--- config.mk ---
export PLATFORM = sky130hd
export DESIGN_NAME = glyph_ring_arena_cache_directory
export DESIGN_NICKNAME = d
export VERILOG_FILES = /design/src/grac_pkg.sv /design/src/grac_slot_ram.sv /design/src/glyph_ring_arena_cache_directory.sv
export SDC_FILE = /design/constraint.sdc
export NUM_CORES = 2
export LEC_CHECK = 0
export BUFFER_PORTS_ARGS = -buffer_cell sky130_fd_sc_hd__buf_2
export CELL_PAD_IN_SITES_DETAIL_PLACEMENT = 0
export CELL_PAD_IN_SITES_GLOBAL_PLACEMENT = 1
export CORE_ASPECT_RATIO = 1.5
export CORE_MARGIN = 3
export CORE_UTILIZATION = 45
export DETAILED_ROUTE_END_ITERATION = 7
export PLACE_DENSITY_LB_ADDON = 0.05
export SYNTH_ARGS = -nofsm -noshare
export SYNTH_HDL_FRONTEND = slang
export SYNTH_SLANG_ARGS = --single-unit
--- constraint.sdc ---
create_clock -name clk -period 7 [get_ports clk]
set_clock_uncertainty 0.1 [all_clocks]
set_input_delay 0.35 -clock clk [delete_from_list [all_inputs] [get_ports clk]]
set_output_delay 0.35 -clock clk [all_outputs]
set_load 0.005 [all_outputs]
--- src/grac_pkg.sv ---
// Shared types and constants for the glyph ring arena cache directory.
// Used by the top level; depends on nothing else.
package grac_pkg;

    // Fixed field widths of the request and result items.
    localparam int FONT_W    = 4;
    localparam int GLYPH_W   = 16;
    localparam int BYTES_W   = 16;
    localparam int CFG_W     = 13;
    localparam int OFS_OUT_W = 12;
    localparam int STATUS_W  = 3;

    // Reset value of the largest cached glyph size.
    localparam logic [CFG_W-1:0] MAX_CACHED_RESET = 13'd512;

    // Request kinds carried in tuser.
    localparam logic KIND_REQUEST = 1'b0;
    localparam logic KIND_DROP    = 1'b1;

    // Result status codes.
    typedef enum logic [STATUS_W-1:0] {
        ST_HIT    = 3'd0,
        ST_ALLOC  = 3'd1,
        ST_BYPASS = 3'd2,
        ST_ZERO   = 3'd3,
        ST_DROP   = 3'd4
    } status_t;

    // Cache key of one glyph.
    typedef struct packed {
        logic [FONT_W-1:0]  font;
        logic [GLYPH_W-1:0] glyph;
    } glyph_key_t;

endpackage

--- src/grac_slot_ram.sv ---
// Directory slot memory: one write port, one read port, registered read data.
// Stand-alone; holds key, arena offset and length of each slot.
module grac_slot_ram #(
    parameter int DEPTH = 48,
    parameter int WIDTH = 46
) (
    input  logic                     clk,
    input  logic                     rd_en,
    input  logic [$clog2(DEPTH)-1:0] rd_addr,
    output logic [WIDTH-1:0]         rd_data,
    input  logic                     wr_en,
    input  logic [$clog2(DEPTH)-1:0] wr_addr,
    input  logic [WIDTH-1:0]         wr_data
);

    logic [WIDTH-1:0] mem [DEPTH];

    // Write port.
    always_ff @(posedge clk)
    begin
        if (wr_en)
        begin
            mem[wr_addr] <= wr_data;
        end
    end

    // Read port with registered read data.
    always_ff @(posedge clk)
    begin
        if (rd_en)
        begin
            rd_data <= mem[rd_addr];
        end
    end

endmodule

--- src/glyph_ring_arena_cache_directory.sv ---
// Top level of the glyph ring arena cache directory.
// Depends on grac_pkg and grac_slot_ram.
//
// Usage:
//   A request item enters on the s_axis group: tuser is the kind (request or
//   drop), tdata holds font id, glyph index and bitmap size. One result item
//   leaves on the m_axis group for every request: tuser is the status, tdata
//   the arena offset. The user must write the size limit through cfg_wr_en
//   and cfg_wr_data only while the block is idle; the block does not enforce it.
//   Drop, zero-size and bypass items go straight to the response step. A
//   lookup reads the slot memory one slot a cycle and ends at the first hit.
//   A miss scans all SLOT_COUNT slots a second time to invalidate
//   overlapping bitmaps, so an allocation needs two sequential scans of the
//   single read port. One item is in work at a time, and the next item is
//   taken in the cycle after a result is loaded.
//   Reset clears all valid bits, both heads and sets the size limit to 512;
//   the slot memory needs no clearing pass. The output register holds a
//   result while the receiver stalls, and the block still takes the next
//   item; that item's result waits in the sequencer until the register frees.
module glyph_ring_arena_cache_directory #(
    parameter int ARENA_BYTES = 4096,
    parameter int SLOT_COUNT  = 48
) (
    input  logic                                clk,
    input  logic                                rst_n,
    // Configuration: max_cached_bytes.
    input  logic                                cfg_wr_en,
    input  logic [grac_pkg::CFG_W-1:0]          cfg_wr_data,
    // Request items.
    input  logic                                s_axis_tvalid,
    output logic                                s_axis_tready,
    // tdata: font_id [3:0], glyph_index [19:4], glyph_bytes [35:20], zero fill
    input  logic [39:0]                         s_axis_tdata,
    // tuser: kind [0]
    input  logic                                s_axis_tuser,
    // Result items.
    output logic                                m_axis_tvalid,
    input  logic                                m_axis_tready,
    // tdata: arena_offset [11:0], zero fill
    output logic [15:0]                         m_axis_tdata,
    // tuser: status [2:0]
    output logic [grac_pkg::STATUS_W-1:0]       m_axis_tuser
);

    import grac_pkg::*;

    localparam int AW = $clog2(ARENA_BYTES + 1);
    localparam int IW = $clog2(SLOT_COUNT);
    localparam int CW = $clog2(SLOT_COUNT + 1);
    localparam int SW = (AW > BYTES_W) ? AW : BYTES_W;
    localparam int EW = FONT_W + GLYPH_W + 2 * AW;
    localparam logic [SW-1:0] ARENA_S    = SW'(ARENA_BYTES);
    localparam logic [AW:0]   ARENA_E    = (AW + 1)'(ARENA_BYTES);
    localparam logic [CW-1:0] SLOTS_C    = CW'(SLOT_COUNT);
    localparam logic [IW-1:0] LAST_SLOT  = IW'(SLOT_COUNT - 1);

    // One-hot sequencer states.
    typedef enum logic [4:0] {
        S_IDLE   = 5'b00001,
        S_LOOKUP = 5'b00010,
        S_INVAL  = 5'b00100,
        S_FILL   = 5'b01000,
        S_RESP   = 5'b10000
    } state_t;

    // Control registers.
    state_t                 state_reg, state_next;
    logic [CFG_W-1:0]       max_cached_reg;
    logic [SLOT_COUNT-1:0]  slot_valid_reg, slot_valid_next;
    logic [AW-1:0]          arena_head_reg, arena_head_next;
    logic [IW-1:0]          slot_head_reg, slot_head_next;
    logic [CW-1:0]          issue_cnt_reg, issue_cnt_next;
    logic                   chk_vld_reg, chk_vld_next;
    logic                   out_vld_reg, out_vld_next;

    // Payload registers.
    logic [IW-1:0]          chk_idx_reg, chk_idx_next;
    glyph_key_t             req_key_reg, req_key_next;
    logic [AW-1:0]          req_len_reg, req_len_next;
    logic [AW-1:0]          end_reg, end_next;
    status_t                res_status_reg, res_status_next;
    logic [OFS_OUT_W-1:0]   res_ofs_reg, res_ofs_next;
    status_t                out_status_reg, out_status_next;
    logic [OFS_OUT_W-1:0]   out_ofs_reg, out_ofs_next;

    // Slot memory ports.
    logic                   ram_rd_en;
    logic [IW-1:0]          ram_rd_addr;
    logic [EW-1:0]          ram_rd_data;
    logic                   ram_wr_en;
    logic [EW-1:0]          ram_wr_data;

    // Request fields.
    logic                   in_kind;
    glyph_key_t             in_key;
    logic [BYTES_W-1:0]     in_bytes;
    logic                   in_accept;

    // Fields of the entry returned by the memory.
    glyph_key_t             ent_key;
    logic [AW-1:0]          ent_ofs;
    logic [AW-1:0]          ent_len;

    logic                   issue;
    logic                   last_chk;
    logic                   out_free;
    logic [IW-1:0]          drop_slot;

    assign in_kind       = s_axis_tuser;
    assign in_key.font   = s_axis_tdata[3:0];
    assign in_key.glyph  = s_axis_tdata[19:4];
    assign in_bytes      = s_axis_tdata[35:20];
    assign s_axis_tready = (state_reg == S_IDLE);
    assign in_accept     = s_axis_tvalid && s_axis_tready;

    assign ent_key = ram_rd_data[EW-1 -: (FONT_W + GLYPH_W)];
    assign ent_ofs = ram_rd_data[2*AW-1 -: AW];
    assign ent_len = ram_rd_data[AW-1:0];

    assign issue    = (issue_cnt_reg < SLOTS_C);
    assign last_chk = chk_vld_reg && (chk_idx_reg == LAST_SLOT);
    assign out_free = !out_vld_reg || m_axis_tready;
    assign drop_slot = (slot_head_reg == '0) ? LAST_SLOT : (slot_head_reg - 1'b1);

    grac_slot_ram #(
        .DEPTH (SLOT_COUNT),
        .WIDTH (EW)
    ) u_slot_ram (
        .clk     (clk),
        .rd_en   (ram_rd_en),
        .rd_addr (ram_rd_addr),
        .rd_data (ram_rd_data),
        .wr_en   (ram_wr_en),
        .wr_addr (slot_head_reg),
        .wr_data (ram_wr_data)
    );

    // Sequencer: accept, scan for a hit, scan for overlaps, fill, respond.
    always_comb
    begin
        state_next      = state_reg;
        slot_valid_next = slot_valid_reg;
        arena_head_next = arena_head_reg;
        slot_head_next  = slot_head_reg;
        issue_cnt_next  = issue_cnt_reg;
        chk_vld_next    = 1'b0;
        chk_idx_next    = chk_idx_reg;
        req_key_next    = req_key_reg;
        req_len_next    = req_len_reg;
        end_next        = end_reg;
        res_status_next = res_status_reg;
        res_ofs_next    = res_ofs_reg;
        out_vld_next    = out_vld_reg;
        out_status_next = out_status_reg;
        out_ofs_next    = out_ofs_reg;
        ram_rd_en       = 1'b0;
        ram_rd_addr     = issue_cnt_reg[IW-1:0];
        ram_wr_en       = 1'b0;
        ram_wr_data     = {req_key_reg, arena_head_reg, req_len_reg};

        // The output register empties when the receiver takes its item.
        if (out_vld_reg && m_axis_tready)
        begin
            out_vld_next = 1'b0;
        end

        // Slot reads run one address a cycle in both scan states.
        if ((state_reg == S_LOOKUP) || (state_reg == S_INVAL))
        begin
            ram_rd_en    = issue;
            chk_vld_next = issue;
            chk_idx_next = issue_cnt_reg[IW-1:0];
            if (issue)
            begin
                issue_cnt_next = issue_cnt_reg + 1'b1;
            end
        end

        unique case (state_reg)
            S_IDLE:
            begin
                if (in_accept)
                begin
                    req_key_next   = in_key;
                    req_len_next   = AW'(in_bytes);
                    issue_cnt_next = '0;
                    res_ofs_next   = '0;
                    state_next     = S_RESP;
                    if (in_kind == KIND_DROP)
                    begin
                        slot_valid_next[drop_slot] = 1'b0;
                        res_status_next = ST_DROP;
                    end
                    else if (in_bytes == '0)
                    begin
                        res_status_next = ST_ZERO;
                    end
                    else if ((in_bytes > BYTES_W'(max_cached_reg))
                             || (SW'(in_bytes) > ARENA_S))
                    begin
                        res_status_next = ST_BYPASS;
                    end
                    else
                    begin
                        state_next = S_LOOKUP;
                    end
                end
            end

            S_LOOKUP:
            begin
                if (chk_vld_reg && slot_valid_reg[chk_idx_reg] && (ent_key == req_key_reg))
                begin
                    res_status_next = ST_HIT;
                    res_ofs_next    = OFS_OUT_W'(ent_ofs);
                    chk_vld_next    = 1'b0;
                    state_next      = S_RESP;
                end
                else if (last_chk)
                begin
                    // Miss: wrap the arena head when the bitmap does not fit.
                    if (({1'b0, arena_head_reg} + {1'b0, req_len_reg}) > ARENA_E)
                    begin
                        arena_head_next = '0;
                        end_next        = req_len_reg;
                    end
                    else
                    begin
                        end_next = arena_head_reg + req_len_reg;
                    end
                    issue_cnt_next = '0;
                    chk_vld_next   = 1'b0;
                    state_next     = S_INVAL;
                end
            end

            S_INVAL:
            begin
                // Drop every slot whose bytes overlap the new range.
                if (chk_vld_reg && slot_valid_reg[chk_idx_reg] && (ent_ofs < end_reg)
                    && (({1'b0, ent_ofs} + {1'b0, ent_len}) > {1'b0, arena_head_reg}))
                begin
                    slot_valid_next[chk_idx_reg] = 1'b0;
                end
                if (last_chk)
                begin
                    chk_vld_next = 1'b0;
                    state_next   = S_FILL;
                end
            end

            S_FILL:
            begin
                ram_wr_en                      = 1'b1;
                slot_valid_next[slot_head_reg] = 1'b1;
                slot_head_next  = (slot_head_reg == LAST_SLOT) ? '0 : (slot_head_reg + 1'b1);
                arena_head_next = end_reg;
                res_status_next = ST_ALLOC;
                res_ofs_next    = OFS_OUT_W'(arena_head_reg);
                state_next      = S_RESP;
            end

            S_RESP:
            begin
                if (out_free)
                begin
                    out_vld_next    = 1'b1;
                    out_status_next = res_status_reg;
                    out_ofs_next    = res_ofs_reg;
                    state_next      = S_IDLE;
                end
            end

            default:
            begin
                state_next = S_IDLE;
            end
        endcase
    end

    // Control state with reset.
    always_ff @(posedge clk or negedge rst_n)
    begin
        if (!rst_n)
        begin
            state_reg      <= S_IDLE;
            max_cached_reg <= MAX_CACHED_RESET;
            slot_valid_reg <= '0;
            arena_head_reg <= '0;
            slot_head_reg  <= '0;
            issue_cnt_reg  <= '0;
            chk_vld_reg    <= 1'b0;
            out_vld_reg    <= 1'b0;
        end
        else
        begin
            state_reg      <= state_next;
            slot_valid_reg <= slot_valid_next;
            arena_head_reg <= arena_head_next;
            slot_head_reg  <= slot_head_next;
            issue_cnt_reg  <= issue_cnt_next;
            chk_vld_reg    <= chk_vld_next;
            out_vld_reg    <= out_vld_next;
            if (cfg_wr_en)
            begin
                max_cached_reg <= cfg_wr_data;
            end
        end
    end

    // Payload registers.
    always_ff @(posedge clk)
    begin
        chk_idx_reg    <= chk_idx_next;
        req_key_reg    <= req_key_next;
        req_len_reg    <= req_len_next;
        end_reg        <= end_next;
        res_status_reg <= res_status_next;
        res_ofs_reg    <= res_ofs_next;
        out_status_reg <= out_status_next;
        out_ofs_reg    <= out_ofs_next;
    end

    // Result channel.
    assign m_axis_tvalid = out_vld_reg;
    assign m_axis_tuser  = out_status_reg;
    assign m_axis_tdata  = {4'b0000, out_ofs_reg};

`ifndef SYNTHESIS
    // The slot just filled is valid in the next cycle.
    a_fill_sets_valid: assert property (@(posedge clk) disable iff (!rst_n)
        (state_reg == S_FILL) |=> slot_valid_reg[$past(slot_head_reg)])
        else $error("filled slot is not valid");

    // The arena head never passes the end of the arena.
    a_head_in_arena: assert property (@(posedge clk) disable iff (!rst_n)
        ({1'b0, arena_head_reg} <= ARENA_E))
        else $error("arena head beyond arena");

    // Returned read data is only checked inside a scan.
    a_check_in_scan: assert property (@(posedge clk) disable iff (!rst_n)
        chk_vld_reg |-> ((state_reg == S_LOOKUP) || (state_reg == S_INVAL)))
        else $error("slot check outside a scan");

    // A result appears only when the sequencer hands it over.
    a_result_from_resp: assert property (@(posedge clk) disable iff (!rst_n)
        (!out_vld_reg || m_axis_tready) ##1 out_vld_reg |-> $past(state_reg == S_RESP))
        else $error("result without a response step");
`endif

endmodule

# Word level (Yosys, flattened, before mapping)

Memory sizes are Yosys's and may differ from the RTL's. A register that Yosys moved wholly into a read port is not among the register bits.
Index checks and enable logic that the tools add are counted.

$add $sub $neg: 6
$lt $le $gt $ge: 12
Equal/unequal tests: 19
Multiplexer cells: 53
Bitwise gates (word level): 6
Reduce and logical (&&, ||, !) cells: 27

Operators with widths:

| cell                                                              | number |
|---|---|
| two-way mux 48 bit                                                | 3 |
| case mux 48 bit (3 select lines)                                  | 1 |
| bitwise AND 48 bit                                                | 2 |
| NOT 48 bit                                                        | 2 |
| two-way mux 13 bit                                                | 4 |
| OR 48 bit                                                         | 1 |
| two-way mux 6 bit                                                 | 7 |
| two-way mux 5 bit                                                 | 8 |
| case mux 12 bit (3 select lines)                                  | 1 |
| adder 13 x 13 -> 14 bit                                           | 2 |
| case mux 13 bit (2 select lines)                                  | 1 |
| case mux 5 bit (5 select lines)                                   | 1 |
| two-way mux 12 bit                                                | 2 |
| less-than comparator 6 x 7 -> 1 bit, second input constant        | 3 |
| equality test 20 bit                                              | 1 |
| demux 1 bit (select 6 bit)                                        | 3 |
| greater-or-equal comparator 6 x 1 -> 1 bit, second input constant | 3 |
| greater-than comparator 16 x 13 -> 1 bit                          | 1 |
| greater-than comparator 16 x 13 -> 1 bit, second input constant   | 1 |
| logical NOT 16 bit                                                | 1 |
| AND reduction 4 bit                                               | 4 |
| two-way mux 3 bit                                                 | 5 |
| greater-than comparator 14 x 13 -> 1 bit                          | 1 |
| greater-than comparator 14 x 13 -> 1 bit, second input constant   | 1 |
| other kinds (29)                                                  | 64 |

Register bits after elaboration: 175
Memory bits (writable): 2208
Input port bits: 59
Word-level logic and storage cells: 141
Memories: 1

Memory list:

| name           | words | bits a word | read ports | clocked after Yosys merged registers in | wr ports | line                | RTL |
|---|---|---|---|---|---|---|---|
| u_slot_ram.mem | 48    | 46          | 1          | 1                                       | 1        | grac_slot_ram.sv:16 | `logic [WIDTH-1:0] mem [DEPTH];` |

# Depth between registers and ports, before layout

Word-level depth: 11
Gate-level depth with buffers: 20
Mapped depth without buffers: 18

# Hierarchy

A second synthesis with hierarchy kept.

Cell total of the unflattened synthesis: 4692
Area total of the unflattened synthesis: 96099.7 µm²

Modules (own cells, without submodules):

| module                           | times used | cells each | area each (µm²) | seq. area each (µm²) |
|---|---|---|---|---|
| grac_slot_ram                    | 1          | 3644       | 85504.5         | 67684.9 |
| glyph_ring_arena_cache_directory | 1          | 1048       | 10595.2         | 4792.1 |

# Least setup slack after synthesis

Ideal clock, no wire load.

Path kind: reg2reg
Start point: register state_reg[4]
End point: memory u_slot_ram.mem[0][0] (enable)
Library setup time: 567 ps
Arrival: 5445 ps
Data required time: 6333 ps
Slack: 888 ps
Cell stages (with the launch flop): 5
Clock period less this slack: 6112 ps
Path through: dfrtp_1 > nor3_1 > nand3b_1 > clkbuf_1 > nor4_1

Longest elaborated chain between the ends: 4

RTL lines:

| item                                    | line                                    | RTL |
|---|---|---|
| from (decl)                             | glyph_ring_arena_cache_directory.sv:67  | `state_t state_reg, state_next;` |
| from (signal assigned)                  | glyph_ring_arena_cache_directory.sv:297 | `state_reg <= state_next;` |
| equality test 5 x 4 -> 1 bit            | glyph_ring_arena_cache_directory.sv:179 | `unique case (state_reg)` |
| two-way mux 1 bit                       | glyph_ring_arena_cache_directory.sv:179 |  |
| two-way mux 1 bit                       | grac_slot_ram.sv:21                     | `if (wr_en)` |
| two-way mux 1 bit (not written as such) | grac_slot_ram.sv:23                     | `mem[wr_addr] <= wr_data;` |
| to (decl)                               | grac_slot_ram.sv:16                     |  |

No other way between the ends.

# Worst setup path in the final report

Start point: register u_slot_ram.rd_data[13], read port of u_slot_ram.mem
End point: register slot_valid_reg[15]

Longest elaborated chain between the ends: 5
Elaborated cells between the ends (all ways): 7
Classes of those cells: add/sub (1); order compare (2); eq/ne (1); reduce/logical (3)

RTL lines:

| item                                                                                 | line                                                                             | RTL |
|---|---|---|
| from (decl)                                                                          | grac_slot_ram.sv:10                                                              | `output logic [WIDTH-1:0] rd_data,` |
| adder 13 x 13 -> 14 bit / less-than comparator 13 bit (equally long branches)        | glyph_ring_arena_cache_directory.sv:241, glyph_ring_arena_cache_directory.sv:240 |  |
| greater-than comparator 14 x 13 -> 1 bit / logical AND 1 bit (equally long branches) | glyph_ring_arena_cache_directory.sv:241, glyph_ring_arena_cache_directory.sv:240 |  |
| logical AND 1 bit (*)                                                                | glyph_ring_arena_cache_directory.sv:241                                          | `&& (({1'b0, ent_ofs} + {1'b0, ent_len}) > {1'b0, arena_head_reg}))` |
| inequality test 2 x 1 -> 1 bit (no line) (*)                                         | --                                                                               |  |
| AND reduction 4 bit (no line) (*)                                                    | --                                                                               |  |
| to (signal assigned)                                                                 | glyph_ring_arena_cache_directory.sv:298                                          | `slot_valid_reg <= slot_valid_next;` |
| to (decl)                                                                            | glyph_ring_arena_cache_directory.sv:69                                           | `logic [SLOT_COUNT-1:0] slot_valid_reg, slot_valid_next;` |

Every way passes the cells marked *; elsewhere a longest branch is shown, timed or not.
A chain may end at the register's enable or synchronous reset.

==> results.rst <==
.. list-table::
   :header-rows: 1

   * - Metric
     - Value
   * - Insertion delay of the later-clocked pin in the worst-skew pair
     - 0.88 ns
   * - Floorplan row count
     - 206
   * - Startpoint type of the worst setup path
     - flip-flop
   * - Flip-flop count of the largest register after layout
     - 2208
   * - Die width
     - 381.3 µm
   * - Cell family with the largest share of critical-path delay
     - compound AO/OA/AOI/OAI gates
   * - Relative slew margins
     - 0.1445
   * - Number of iterations in the first detailed-routing pass
     - 5
   * - Endpoint kind of the worst setup timing path
     - flip-flop
   * - Vias
     - 45790
   * - Total global routing overflow
     - 0
   * - Vias per cell
     - 5.993
   * - Total die area
     - 216900 µm²
   * - EDFF count, synth
     - 2336
   * - Slew at the pin with the worst max-slew slack
     - 1.281 ns
   * - Dominant cell type by area after synthesis
     - sky130_fd_sc_hd__edfxtp_1
   * - Total negative setup slack
     - 0 ns
   * - First-pass GRT wire length
     - 374800 µm
   * - Total detailed-routing wirelength
     - 267700 µm
   * - Run status
     - finished, final reports clean
   * - First-iteration detailed-routing DRC count
     - 4226
   * - Type of the worst min-delay path
     - in2reg
   * - Max-cap check violation count
     - 0
   * - Initial core utilization
     - 0.4525
   * - Crit path max fanout
     - 48
   * - Power density cells
     - 259.2 nW/µm²
   * - F_max
     - 0.2017 GHz
   * - Avg WL per Cell
     - 35.04 µm
   * - Remaining DRCs
     - 0
   * - Critical Path Slowest Stage Cell
     - sky130_fd_sc_hd__a21o_2
   * - Cell at the root of the clock tree
     - sky130_fd_sc_hd__clkbuf_16
   * - Max Transition Viols Final
     - 0
   * - Post-cts resize count
     - 0
   * - Fraction of registers with async set or reset after synthesis
     - 0.03829
   * - Post-synthesis sequential area ratio
     - 0.7625
   * - Inserted Clock Buffers
     - 231
   * - Final-report hold violation count
     - 0
   * - Maximum number of pins on one net before global-route repair
     - 97
   * - Top cell type's share of synthesized area
     - 0.7379
   * - Nets
     - 4788
   * - Area after DPL
     - 100200 µm²
   * - Worst-case vdd ir drop
     - 200.8 µV
   * - Area of the mapped netlist
     - 95060 µm²
   * - TritonCTS clock tree
     - yes
   * - Post-Synthesis Cells
     - 4308
   * - Cell-by-cell trace of the critical path
     - ha_1 -> fa_1 -> a21o_1 -> a21o_1 -> a21oi_1 -> o21ai_0 -> a211o_1 -> a21oi_1 -> xnor2_1 -> ha_1 -> nand3_1 -> nor4_1 -> a21oi_1 -> a21oi_1 -> a211oi_1 -> a21o_2 -> a21oi_1
   * - Most Frequent Cell on Critical Path
     - sky130_fd_sc_hd__a21oi_1
   * - Startpoint-to-endpoint class of the critical path
     - reg2reg
   * - Count of boundary I/O pins
     - 80
   * - Per-instance average area after synthesis
     - 22.07 µm²
   * - Total power draw
     - 28.05 mW
   * - Required @ worst endpoint
     - 7.59 ns
   * - Ranking of synthesized cells by area
     - sky130_fd_sc_hd__edfxtp_1, sky130_fd_sc_hd__mux4_2, sky130_fd_sc_hd__dfrtp_1
   * - HPWL after detailed placement
     - 144000 µm
   * - Clk sinks
     - 2429
   * - Post-CTS repair timing setup buffer count
     - 0
   * - Clock edge transition at the registers on the reported setup and hold paths
     - 0.07 ns
   * - Cell with the most instances after synthesis
     - sky130_fd_sc_hd__edfxtp_1
   * - Sum of buffers and inverters on the critical path
     - 0
   * - Share of layout cells above drive strength 1
     - 0.2777
   * - Core area
     - 210100 µm²
   * - Routed Antenna Nets
     - 0
   * - Antenna violations before repair
     - 5
   * - Share of the cycle needed by the critical path after routing
     - 0.7084
   * - Die height
     - 568.9 µm
   * - WP data arrival
     - 5.55 ns
   * - Buffers from clock root to sink, at most
     - 4
   * - Ys flop type
     - sky130_fd_sc_hd__edfxtp_1
   * - Area grow syn2layout
     - 13.81%
   * - Count of synthesis-stage warnings from yosys
     - 0
   * - Design Area, Final
     - 108200 µm²
   * - #FFs+latches synth
     - 2429
   * - Most common library cells after synthesis
     - sky130_fd_sc_hd__edfxtp_1, sky130_fd_sc_hd__mux4_2, sky130_fd_sc_hd__clkbuf_1
   * - Number of global-route vias before repair
     - 48030
   * - H-Tree Depth
     - 4
   * - Delay of the slowest cell on the worst path
     - 0.79 ns
   * - Leakage power
     - 31.48 nW
   * - Final setup violating endpoints
     - 0
   * - RSZ-0062 raised after global routing
     - false
   * - Total Routing Usage GR
     - 0.2474
   * - Quantity of I/O buffers inserted on ports
     - 71
   * - Time the worst path needs with I/O delays and setup
     - 4.959 ns
   * - Post-synth cell types
     - 66
   * - Weighted congestion at the end of routability-driven global placement
     - 0.8521
-- report_power, final --
part	switching (mW)	internal, mW
Sequential	0.00187	15.7
Combinational	0.0486	0.0586
Clock	5.39	6.85
-- cell usage in the layout, fill, tap and decap left out, types with 16 or more instances in the layout --
cell / n
sky130_fd_sc_hd__inv_1: 57
sky130_fd_sc_hd__o22ai_1: 56
sky130_fd_sc_hd__xnor2_1: 32
sky130_fd_sc_hd__ha_1: 68
sky130_fd_sc_hd__nor3_1: 20
sky130_fd_sc_hd__dfrtp_1: 86
sky130_fd_sc_hd__clkinv_1: 47
sky130_fd_sc_hd__clkbuf_1: 45
sky130_fd_sc_hd__dlygate4sd3_1: 78
sky130_fd_sc_hd__mux4_2: 694
sky130_fd_sc_hd__edfxtp_1: 2336
sky130_fd_sc_hd__a21oi_1: 109
sky130_fd_sc_hd__buf_4: 152
sky130_fd_sc_hd__nor2_4: 47
sky130_fd_sc_hd__nand3_1: 22
sky130_fd_sc_hd__buf_12: 30
sky130_fd_sc_hd__o21ai_0: 105
sky130_fd_sc_hd__xor2_1: 16
sky130_fd_sc_hd__mux2i_1: 65
sky130_fd_sc_hd__clkbuf_16: 234
sky130_fd_sc_hd__nor2_1: 54
sky130_fd_sc_hd__bufinv_16: 21
sky130_fd_sc_hd__nand2b_1: 17
sky130_fd_sc_hd__buf_2: 70
sky130_fd_sc_hd__nand2_1: 129
sky130_fd_sc_hd__clkinv_2: 46
-- cell families (layout without fill, tap and decap cells) --
logic type	Yosys count	count (layout)	share of synthesized area
xor+xnor	48	48	0.004423
buf+inv	273	794	0.01111
mux	770	770	0.1726
fa+ha+maj	70	70	0.009372
compound gates	351	351	0.02224
simple gates	366	366	0.01778
other cells	1	5	0.00003945
flops	2429	2429	0.7625
-- stage by stage --
step	utilization	hold WS (ns)	worst slack [ns]	instances
final	0.5150	0.09044	2.041	7641
after CTS	0.5150	0.03617	1.984	7640
after global routing	0.5150	0.07408	1.729	7641
after global placement	0.4770	0.2597	1.931	7155
after floorplan	-	-0.04559	0.8877	4311
after detailed placement	0.4770	0.2576	2.014	7155
-- cell type report --
cell class	count	area [µm²]
antenna	1	2.502
clock buffer	279	6025
clock inverter	127	1150
fill	16570	101900
inverter	58	220.2
multi-input combinational	1609	21910
sequential	2429	72500
tap	2808	3513
timing repair buffer	330	2873
-- worst reg2reg max path, cell delays in order, from the launching register on --
cell                       delay (ns)
sky130_fd_sc_hd__edfxtp_1        0.41
sky130_fd_sc_hd__ha_1            0.25
sky130_fd_sc_hd__fa_1            0.42
sky130_fd_sc_hd__a21o_1          0.19
sky130_fd_sc_hd__a21o_1          0.20
sky130_fd_sc_hd__a21oi_1         0.20
sky130_fd_sc_hd__o21ai_0         0.21
sky130_fd_sc_hd__a211o_1         0.31
sky130_fd_sc_hd__a21oi_1         0.17
sky130_fd_sc_hd__xnor2_1         0.14
sky130_fd_sc_hd__ha_1            0.28
sky130_fd_sc_hd__nand3_1         0.12
sky130_fd_sc_hd__nor4_1          0.07
sky130_fd_sc_hd__a21oi_1         0.12
sky130_fd_sc_hd__a21oi_1         0.09
sky130_fd_sc_hd__a211oi_1        0.52
sky130_fd_sc_hd__a21o_2          0.79
sky130_fd_sc_hd__a21oi_1         0.20
-- layer usage --
layer | wire, µm | vias to the layer above | GRT usage
met1 | 104100 | 25180 | 0.3161
met4 | 8578 | 2 | 0.07534
met3 | 12790 | 424 | 0.03210
li1 | - | 18850 | -
met2 | 142300 | 1340 | 0.4414
met5 | 13 | - | 0
-- path summary, 6_finish.rpt --
kind | from | to | slack [ns] | cells after the start
min | s_axis_tdata[34] | res_status_reg[0] | 0.09 | 4
max reg2reg | u_slot_ram.rd_data[13] | slot_valid_reg[15] | 2.04 | 17
max | u_slot_ram.rd_data[13] | slot_valid_reg[15] | 2.04 | 17
min reg2reg | res_ofs_reg[3] | out_ofs_reg[3] | 0.31 | 0
max in group asynchronous | rst_n | issue_cnt_reg[0] | 5.33 | 4
min in group asynchronous | rst_n | max_cached_reg[2] | 0.45 | 4
-- repair_timing --
| item | 4_1_cts | 5_1_grt |
|---|---|---|
| setup endpoints to repair | 0 | 0 |
| hold buffers | 79 | 0 |
| endpoints found under the hold margin | 86 | 0 |
Note: power is estimated with default switching activity, not from simulation.
